<file path="src/hw/rtl/esc_key_pkg.sv">
// Package with parse phases, key kinds and character constants for the escape key decoder.
`timescale 1ns / 1ps

package esc_key_pkg;

  // Parser position inside an escape sequence.
  typedef enum logic [2:0] {
    PH_IDLE  = 3'd0,
    PH_ESC   = 3'd1,
    PH_CSI   = 3'd2,
    PH_SS3   = 3'd3,
    PH_DIGIT = 3'd4,
    PH_SEMI  = 3'd5,
    PH_MOD   = 3'd6
  } phase_t;

  // Modifier class that was seen after "ESC [ 1 ;".
  typedef enum logic [1:0] {
    MOD_SHIFT      = 2'd0,
    MOD_CTRL       = 2'd1,
    MOD_CTRL_SHIFT = 2'd2
  } mod_class_t;

  // Input command codes.
  localparam logic CMD_BYTE = 1'b0;
  localparam logic CMD_TICK = 1'b1;

  // Key kind codes on the result channel.
  localparam logic [4:0] K_CHAR     = 5'd0;
  localparam logic [4:0] K_ESC      = 5'd1;
  localparam logic [4:0] K_DEL      = 5'd2;
  localparam logic [4:0] K_PGUP     = 5'd3;
  localparam logic [4:0] K_PGDN     = 5'd4;
  localparam logic [4:0] K_UP       = 5'd5;
  localparam logic [4:0] K_HOME     = 5'd9;
  localparam logic [4:0] K_END      = 5'd10;
  localparam logic [4:0] K_MOD_BASE = 5'd11;
  localparam logic [4:0] K_MAX      = 5'd22;

  // Character bytes that the parser looks for.
  localparam logic [7:0] CH_ESC   = 8'd27;
  localparam logic [7:0] CH_LBRKT = 8'h5B;
  localparam logic [7:0] CH_O     = 8'h4F;
  localparam logic [7:0] CH_TILDE = 8'h7E;
  localparam logic [7:0] CH_SEMI  = 8'h3B;
  localparam logic [7:0] CH_0     = 8'h30;
  localparam logic [7:0] CH_1     = 8'h31;
  localparam logic [7:0] CH_2     = 8'h32;
  localparam logic [7:0] CH_3     = 8'h33;
  localparam logic [7:0] CH_5     = 8'h35;
  localparam logic [7:0] CH_6     = 8'h36;
  localparam logic [7:0] CH_9     = 8'h39;
  localparam logic [7:0] CH_A     = 8'h41;
  localparam logic [7:0] CH_D     = 8'h44;
  localparam logic [7:0] CH_H     = 8'h48;
  localparam logic [7:0] CH_F     = 8'h46;

  // Timeout register width and reset value.
  localparam int unsigned TIMEOUT_W = 16;
  localparam logic [TIMEOUT_W-1:0] TIMEOUT_RESET = 16'd100;

endpackage

</file>
<file path="src/hw/rtl/escape_sequence_key_decoder_core.sv">
// Top level of the escape sequence key decoder: parser state, timeout counter and result register.
`timescale 1ns / 1ps

// Usage:
// The input channel (in_valid/in_ready) carries one transaction per byte or
// time tick: cmd 0 delivers rx_byte, cmd 1 is one tick. Each transaction
// yields zero or one key on the output channel (out_valid/out_ready) as
// key_kind and char_code. Plain bytes pass through as kind 0; escape
// sequences for arrows, Home, End, Delete, PageUp, PageDown and modified
// arrows become their key codes; an unknown or timed-out sequence gives ESC.
// A key appears in the output register on the cycle after its input
// transaction. Throughput is one transaction per cycle while not stalled.
// The parser step is one pass of compare logic into the result register.
// The cfg channel writes timeout_ticks (reset 100); it is always ready and
// should only be written while the decoder is idle.
// Reset (rst, synchronous) returns the parser to idle, clears the tick
// count and empties the output register. When the receiver stalls with a
// key held, in_ready drops until that key is taken; otherwise input keeps
// flowing even while the output register holds a key that is leaving.
module escape_sequence_key_decoder_core
  import esc_key_pkg::*;
(
  input  logic                 clk,
  input  logic                 rst,
  // Configuration write channel
  input  logic                 cfg_valid,
  output logic                 cfg_ready,
  input  logic [TIMEOUT_W-1:0] cfg_data,
  // Input channel
  input  logic                 in_valid,
  output logic                 in_ready,
  input  logic                 cmd,
  input  logic [7:0]           rx_byte,
  // Output channel
  output logic                 out_valid,
  input  logic                 out_ready,
  output logic [4:0]           key_kind,
  output logic [7:0]           char_code
);

  // Architectural state.
  logic [TIMEOUT_W-1:0] timeout_ticks;
  phase_t               phase, phase_next;
  logic [7:0]           held_digit, held_digit_next;
  mod_class_t           mod_class, mod_class_next;
  logic [TIMEOUT_W-1:0] tick_count, tick_count_next;

  // Result of the current step.
  logic       res_valid;
  logic [4:0] res_kind;
  logic [7:0] res_code;

  logic                 in_fire;
  logic [TIMEOUT_W-1:0] tick_limit;
  logic [TIMEOUT_W-1:0] tick_inc;
  logic                 is_arrow;
  logic [7:0]           arrow_diff;
  logic [1:0]           arrow_idx;
  logic                 is_digit;

  assign cfg_ready = 1'b1;
  assign in_ready  = !out_valid || out_ready;
  assign in_fire   = in_valid && in_ready;

  // Byte classification shared by several phases.
  assign is_arrow   = (rx_byte >= CH_A) && (rx_byte <= CH_D);
  assign arrow_diff = rx_byte - CH_A;
  assign arrow_idx  = arrow_diff[1:0];
  assign is_digit   = (rx_byte >= CH_0) && (rx_byte <= CH_9);

  // A zero timeout behaves like one tick; the count saturates at all ones.
  assign tick_limit = (timeout_ticks == '0) ? TIMEOUT_W'(1) : timeout_ticks;
  assign tick_inc   = (tick_count == '1) ? tick_count : tick_count + TIMEOUT_W'(1);

  // Parser step: next state and the key, if any, for one transaction.
  always_comb begin
    phase_next      = phase;
    held_digit_next = held_digit;
    mod_class_next  = mod_class;
    tick_count_next = tick_count;
    res_valid       = 1'b0;
    res_kind        = K_ESC;
    res_code        = 8'd0;

    if (cmd == CMD_TICK) begin
      if (phase != PH_IDLE) begin
        tick_count_next = tick_inc;
        if (tick_inc >= tick_limit) begin
          res_valid = 1'b1;
          res_kind  = K_ESC;
          res_code  = CH_ESC;
        end
      end
    end else begin
      tick_count_next = '0;
      // Any key out of a sequence ends it; plain ESC is the fallback.
      res_valid = 1'b1;
      res_kind  = K_ESC;
      res_code  = CH_ESC;
      case (phase)
        PH_IDLE: begin
          if (rx_byte == CH_ESC) begin
            res_valid = 1'b0;
          end else begin
            res_kind = K_CHAR;
            res_code = rx_byte;
          end
        end
        PH_ESC: begin
          if (rx_byte == CH_LBRKT || rx_byte == CH_O) begin
            res_valid = 1'b0;
          end
        end
        PH_CSI: begin
          if (is_digit) begin
            res_valid = 1'b0;
          end else if (is_arrow) begin
            res_kind = K_UP + {3'd0, arrow_idx};
            res_code = 8'd0;
          end else if (rx_byte == CH_H) begin
            res_kind = K_HOME;
            res_code = 8'd0;
          end else if (rx_byte == CH_F) begin
            res_kind = K_END;
            res_code = 8'd0;
          end
        end
        PH_SS3: begin
          if (rx_byte == CH_H) begin
            res_kind = K_HOME;
            res_code = 8'd0;
          end else if (rx_byte == CH_F) begin
            res_kind = K_END;
            res_code = 8'd0;
          end
        end
        PH_DIGIT: begin
          if (rx_byte == CH_TILDE) begin
            if (held_digit == CH_3) begin
              res_kind = K_DEL;
              res_code = 8'd0;
            end else if (held_digit == CH_5) begin
              res_kind = K_PGUP;
              res_code = 8'd0;
            end else if (held_digit == CH_6) begin
              res_kind = K_PGDN;
              res_code = 8'd0;
            end
          end else if (rx_byte == CH_SEMI && held_digit == CH_1) begin
            res_valid = 1'b0;
          end
        end
        PH_SEMI: begin
          if (rx_byte == CH_2 || rx_byte == CH_5 || rx_byte == CH_6) begin
            res_valid = 1'b0;
          end
        end
        PH_MOD: begin
          if (is_arrow && mod_class != 2'd3) begin
            res_kind = K_MOD_BASE + {1'b0, mod_class, 2'b00} + {3'd0, arrow_idx};
            res_code = 8'd0;
          end
        end
        default: begin
        end
      endcase

      // Advance the phase while the sequence is still open.
      if (!res_valid) begin
        case (phase)
          PH_IDLE: phase_next = PH_ESC;
          PH_ESC:  phase_next = (rx_byte == CH_LBRKT) ? PH_CSI : PH_SS3;
          PH_CSI: begin
            phase_next      = PH_DIGIT;
            held_digit_next = rx_byte;
          end
          PH_DIGIT: phase_next = PH_SEMI;
          PH_SEMI: begin
            phase_next = PH_MOD;
            if (rx_byte == CH_2) begin
              mod_class_next = MOD_SHIFT;
            end else if (rx_byte == CH_5) begin
              mod_class_next = MOD_CTRL;
            end else begin
              mod_class_next = MOD_CTRL_SHIFT;
            end
          end
          default: phase_next = PH_IDLE;
        endcase
      end
    end

    // Every key ends the sequence and clears the parser.
    if (res_valid) begin
      phase_next      = PH_IDLE;
      held_digit_next = 8'd0;
      mod_class_next  = MOD_SHIFT;
      tick_count_next = '0;
    end
  end

  // Timeout configuration register.
  always_ff @(posedge clk) begin
    if (rst) begin
      timeout_ticks <= TIMEOUT_RESET;
    end else if (cfg_valid && cfg_ready) begin
      timeout_ticks <= cfg_data;
    end
  end

  // Parser state registers advance on each accepted transaction.
  always_ff @(posedge clk) begin
    if (rst) begin
      phase      <= PH_IDLE;
      held_digit <= 8'd0;
      mod_class  <= MOD_SHIFT;
      tick_count <= '0;
    end else if (in_fire) begin
      phase      <= phase_next;
      held_digit <= held_digit_next;
      mod_class  <= mod_class_next;
      tick_count <= tick_count_next;
    end
  end

  // Output register: loads a key on an accepted transaction, drains on out_ready.
  always_ff @(posedge clk) begin
    if (rst) begin
      out_valid <= 1'b0;
    end else if (in_fire) begin
      out_valid <= res_valid;
    end else if (out_ready) begin
      out_valid <= 1'b0;
    end
  end

  always_ff @(posedge clk) begin
    if (in_fire && res_valid) begin
      key_kind  <= res_kind;
      char_code <= res_code;
    end
  end

  // A held key that is not taken must block new input.
  assert property (@(posedge clk) disable iff (rst)
    (out_valid && !out_ready) |-> !in_ready)
    else $error("input accepted while a stalled key is held");

  // The tick count is always zero outside a sequence.
  assert property (@(posedge clk) disable iff (rst)
    (phase == PH_IDLE) |-> (tick_count == '0))
    else $error("tick count nonzero while idle");

  // A tick while idle leaves the parser idle and produces no key.
  assert property (@(posedge clk) disable iff (rst)
    (in_fire && cmd == CMD_TICK && phase == PH_IDLE) |=> (phase == PH_IDLE && !out_valid))
    else $error("idle tick changed state or produced a key");

  // Only plain characters and ESC carry a character code.
  assert property (@(posedge clk) disable iff (rst)
    (out_valid && key_kind != K_CHAR && key_kind != K_ESC) |-> (char_code == 8'd0))
    else $error("special key carries a character code");

  // Key kinds stay within the defined range.
  assert property (@(posedge clk) disable iff (rst)
    out_valid |-> (key_kind <= K_MAX))
    else $error("key kind out of range");

endmodule
</file>
<file path="config.mk">
export PLATFORM = sky130hd
export DESIGN_NAME = escape_sequence_key_decoder_core
export DESIGN_NICKNAME = d
export VERILOG_FILES = /design/src/hw/rtl/esc_key_pkg.sv /design/src/hw/rtl/escape_sequence_key_decoder_core.sv
export SDC_FILE = /design/constraint.sdc
export NUM_CORES = 1
export LEC_CHECK = 0
export ABC_AREA = 0
export ABC_CLOCK_PERIOD_IN_PS = 6200
export BUFFER_PORTS_ARGS = -buffer_cell sky130_fd_sc_hd__buf_4
export CORE_UTILIZATION = 30
export DETAILED_ROUTE_END_ITERATION = 6
export GPL_TIMING_DRIVEN = 0
export PLACE_DENSITY_LB_ADDON = 0.05
export SLEW_MARGIN = 10
export SYNTH_ARGS = -nofsm -noshare
export SYNTH_HDL_FRONTEND = slang
export SYNTH_SLANG_ARGS = --single-unit
</file>
<file path="constraint.sdc">
create_clock -name clk -period 6.2 [get_ports clk]
set_clock_uncertainty 0.05 [all_clocks]
set_input_delay 1.55 -clock clk [delete_from_list [all_inputs] [get_ports clk]]
set_output_delay 1.55 -clock clk [all_outputs]
set_load 0.02 [all_outputs]
</file>
==> impl_metrics.json <==
{
  "synth_nets": 520,
  "overflow": 0,
  "dp_hpwl_um": 8240,
  "place_ws_ps": 1910,
  "finalSetupViolCount": 0,
  "worst_pin_slew_ps": 830,
  "status": "complete, no violations",
  "dr.pass1.iters": 4,
  "initial_core_util_pct": 31.3,
  "root_buffer": "clkbuf_16",
  "worst_skew_pair.late_latency_ps": 330,
  "post_cts_resized": 0,
  "grt_pass1_wl_um": 17700,
  "synthesis.area_um2": 3820,
  "ios": 46,
  "post_cts_buffers": 0,
  "ys_seq_elements": 59,
  "avgSynthCellArea_um2": 8.19,
  "cap_violations": 0,
  "ys_types": 65,
  "die_y_um": 115,
  "htreeDepth": 3,
  "avgViaCountPerCell": 5.13,
  "synth_cells": 467,
  "drtIter0Drc": 198,
  "die_width_um": 115,
  "drive_above_1_share_pct": 14.6,
  "multi_input_area_um2": 2290,
  "relSlewSlack_pct": 44.3,
  "clock.fmax_mhz": 233,
  "final_nets": 574,
  "ir_drop_mv": 0.122,
  "post_dp_cell_area_um2": 4370,
  "rows": 40,
  "min_period_ps": 4300,
  "use_met3_pct": 2.95,
  "core-area_um2": 12200,
  "holdBufCountCts": 0,
  "clkTransAtPathRegs_ps": 60,
  "fillCellCount": 1327,
  "fin_cells": 694,
  "stdcell_area_um2": 4660,
  "clockBufferDepth": 2,
  "p_leak_uw": 0.00184,
  "worstPathRequired_ps": 6190,
  "cts_tree": "built",
  "finalCoreUtilization_pct": 38.1,
  "top_usage_layer": "met2",
  "grt_max_degree": 16,
  "crit_family": "simple AND/OR/NAND/NOR gates",
  "postRouteWirelength_um": 10800,
  "crit_buf_inv": 2,
  "use_met2_pct": 31.0,
  "antenna_found_initial": 0,
  "drv_slew": 0,
  "max_stage_delay_ps": 660,
  "area_growth_pct": 21.8,
  "fin_ws_ps": 1900,
  "ant_nets": 0,
  "async_reset_ff_share_pct": 0,
  "yosys_warnings": 0,
  "crit_arrival_ps": 4290,
  "cp_max_fo": 10,
  "crit_slowest_cell": "nor3_1",
  "placed_cells": 678,
  "synth_edf_count": 13,
  "grt_pass1_vias": 3512,
  "hold_viol_final": 0,
  "wl_per_cell_um": 15.6,
  "path_cells": "clkbuf_2 > and4_1 > nand3_1 > nor3_1 > nor2_1 > and2_1 > xnor2_1 > ha_1 > a21oi_1 > o21ai_0 > a21oi_1 > nor2_1 > nor2_2 > clkbuf_1 > o21ai_0",
  "drc": 0,
  "ys_seq_area_share_pct": 34.3,
  "cts_sinks": 59,
  "ys.flop_type": "dfxtp_1",
  "power.density_nw_per_um2": 219,
  "vias": 3560,
  "io_buffers": 42,
  "use_met1_pct": 20.1,
  "die_area_um2": 13200,
  "diodes": 0,
  "post-route-period-util_pct": 69.3,
  "setup.worst_path.class": "register to register",
  "cp-end-kind": "register",
  "cts_inserted_buffers": 9,
  "rsz0062_at_grt": "false",
  "grt_usage_pct": 17.6,
  "layout_common_cells": "59 x nand2_1, 46 x dfxtp_1, 43 x buf_4",
  "mostFrequentLayoutCell": "nand2_1",
  "cp-start-kind": "register",
  "hold_path_class": "register to register",
  "gp_congestion": 0.843,
  "final.setup.tns_ps": 0,
  "regArea_um2": 1310
}
[worst paths after layout]
| path | startpoint | end | slack [ps] | cells past startpoint |
|---|---|---|---|---|
| min reg2reg | held_digit[4]$_SDFFE_PP0P_ | held_digit[4]$_SDFFE_PP0P_ | 420 | 2 |
| max reg2reg | tick_count[2]$_SDFFE_PP0P_ | char_code[4]$_DFFE_PP_ | 1900 | 15 |
| max | tick_count[2]$_SDFFE_PP0P_ | char_code[4]$_DFFE_PP_ | 1900 | 15 |
| min | held_digit[4]$_SDFFE_PP0P_ | held_digit[4]$_SDFFE_PP0P_ | 420 | 2 |
[synth_stat cells, drive strengths merged (5+ instances only)]
| master | n | share of area (%) |
|---|---|---|
| nand2b | 8 | 1.3 |
| edfxtp | 13 | 10 |
| a31oi | 6 | 0.98 |
| a22o | 8 | 1.8 |
| ha | 23 | 7.5 |
| nor3 | 12 | 1.6 |
| dfxtp | 46 | 24 |
| mux2i | 19 | 5.0 |
| nor4 | 6 | 1.1 |
| o22ai | 11 | 2.0 |
| o21ai | 15 | 2.0 |
| nand3 | 13 | 2.0 |
| a21oi | 27 | 3.6 |
| inv | 30 | 2.9 |
| nor2 | 43 | 4.3 |
| nand2 | 59 | 5.8 |
| and2 | 5 | 0.85 |
| and3 | 5 | 0.82 |
| a211oi | 7 | 1.4 |
| xnor2 | 10 | 2.3 |
| buf | 9 | 1.2 |
| nand4 | 17 | 2.8 |
| xor2 | 6 | 1.4 |
| clkbuf | 17 | 1.7 |
[metrics by stage]
step                      hold WS (ps)  total power, µW
final                              417             1020
after global routing               448             1060
after CTS                          419             1030
after detailed placement           409              538
after global placement             396              536
after floorplan                    384              489
[flip-flops by register name, indices dropped and copies added (netlist names)]
signal	count
key_kind	5
mod_class	2
tick_count	16
timeout_ticks	16
out_valid	1
held_digit	8
char_code	8
phase	3
[logic make-up (layout without fill, tap and decap cells)]
group           after synthesis  after routing  synth area share [%]
mux                          19             19                  4.97
simple gates                189            189                  24.8
buf+inv                      57            116                  5.92
flops                        59             59                  34.3
xor+xnor                     16             16                  3.66
compound gates              103            103                  18.8
other cells                   1              1                0.0980
fa+ha+maj                    23             23                  7.52
[power by group]
| part | switching, µW | internal, µW | total [µW] |
|---|---|---|---|
| Combinational | 67.7 | 47.3 | 115 |
| Clock | 181 | 310 | 491 |
| Sequential | 7.04 | 406 | 413 |
[area by class of cell]
class | instances | area share [%]
clock inverters | 5 | 1.15
repair buffers | 43 | 7.09
flip-flops and latches | 59 | 28.1
well taps | 168 | 4.51
multi-input cells | 351 | 49.2
plain buffers | 26 | 2.36
clock buffers | 11 | 5.00
inverters | 31 | 2.50
[metal layers]
| metal | vias to the layer above | part of all wire [%] |
|---|---|---|
| li1 | 1795 | - |
| met1 | 1647 | 43 |
| met3 | 23 | 4.5 |
| met5 | - | 0 |
| met4 | 0 | 2.6 |
| met2 | 95 | 50 |
[worst reg2reg max path: stages (launching register included)]
cell and delay (ps):
dfxtp_1 310, clkbuf_2 170, and4_1 240, nand3_1 200, nor3_1 670, nor2_1 260
and2_1 250, xnor2_1 190, ha_1 270, a21oi_1 130, o21ai_0 90, a21oi_1 150
nor2_1 60, nor2_2 360, clkbuf_1 420, o21ai_0 180
Note: power is estimated with default switching activity, not from simulation.
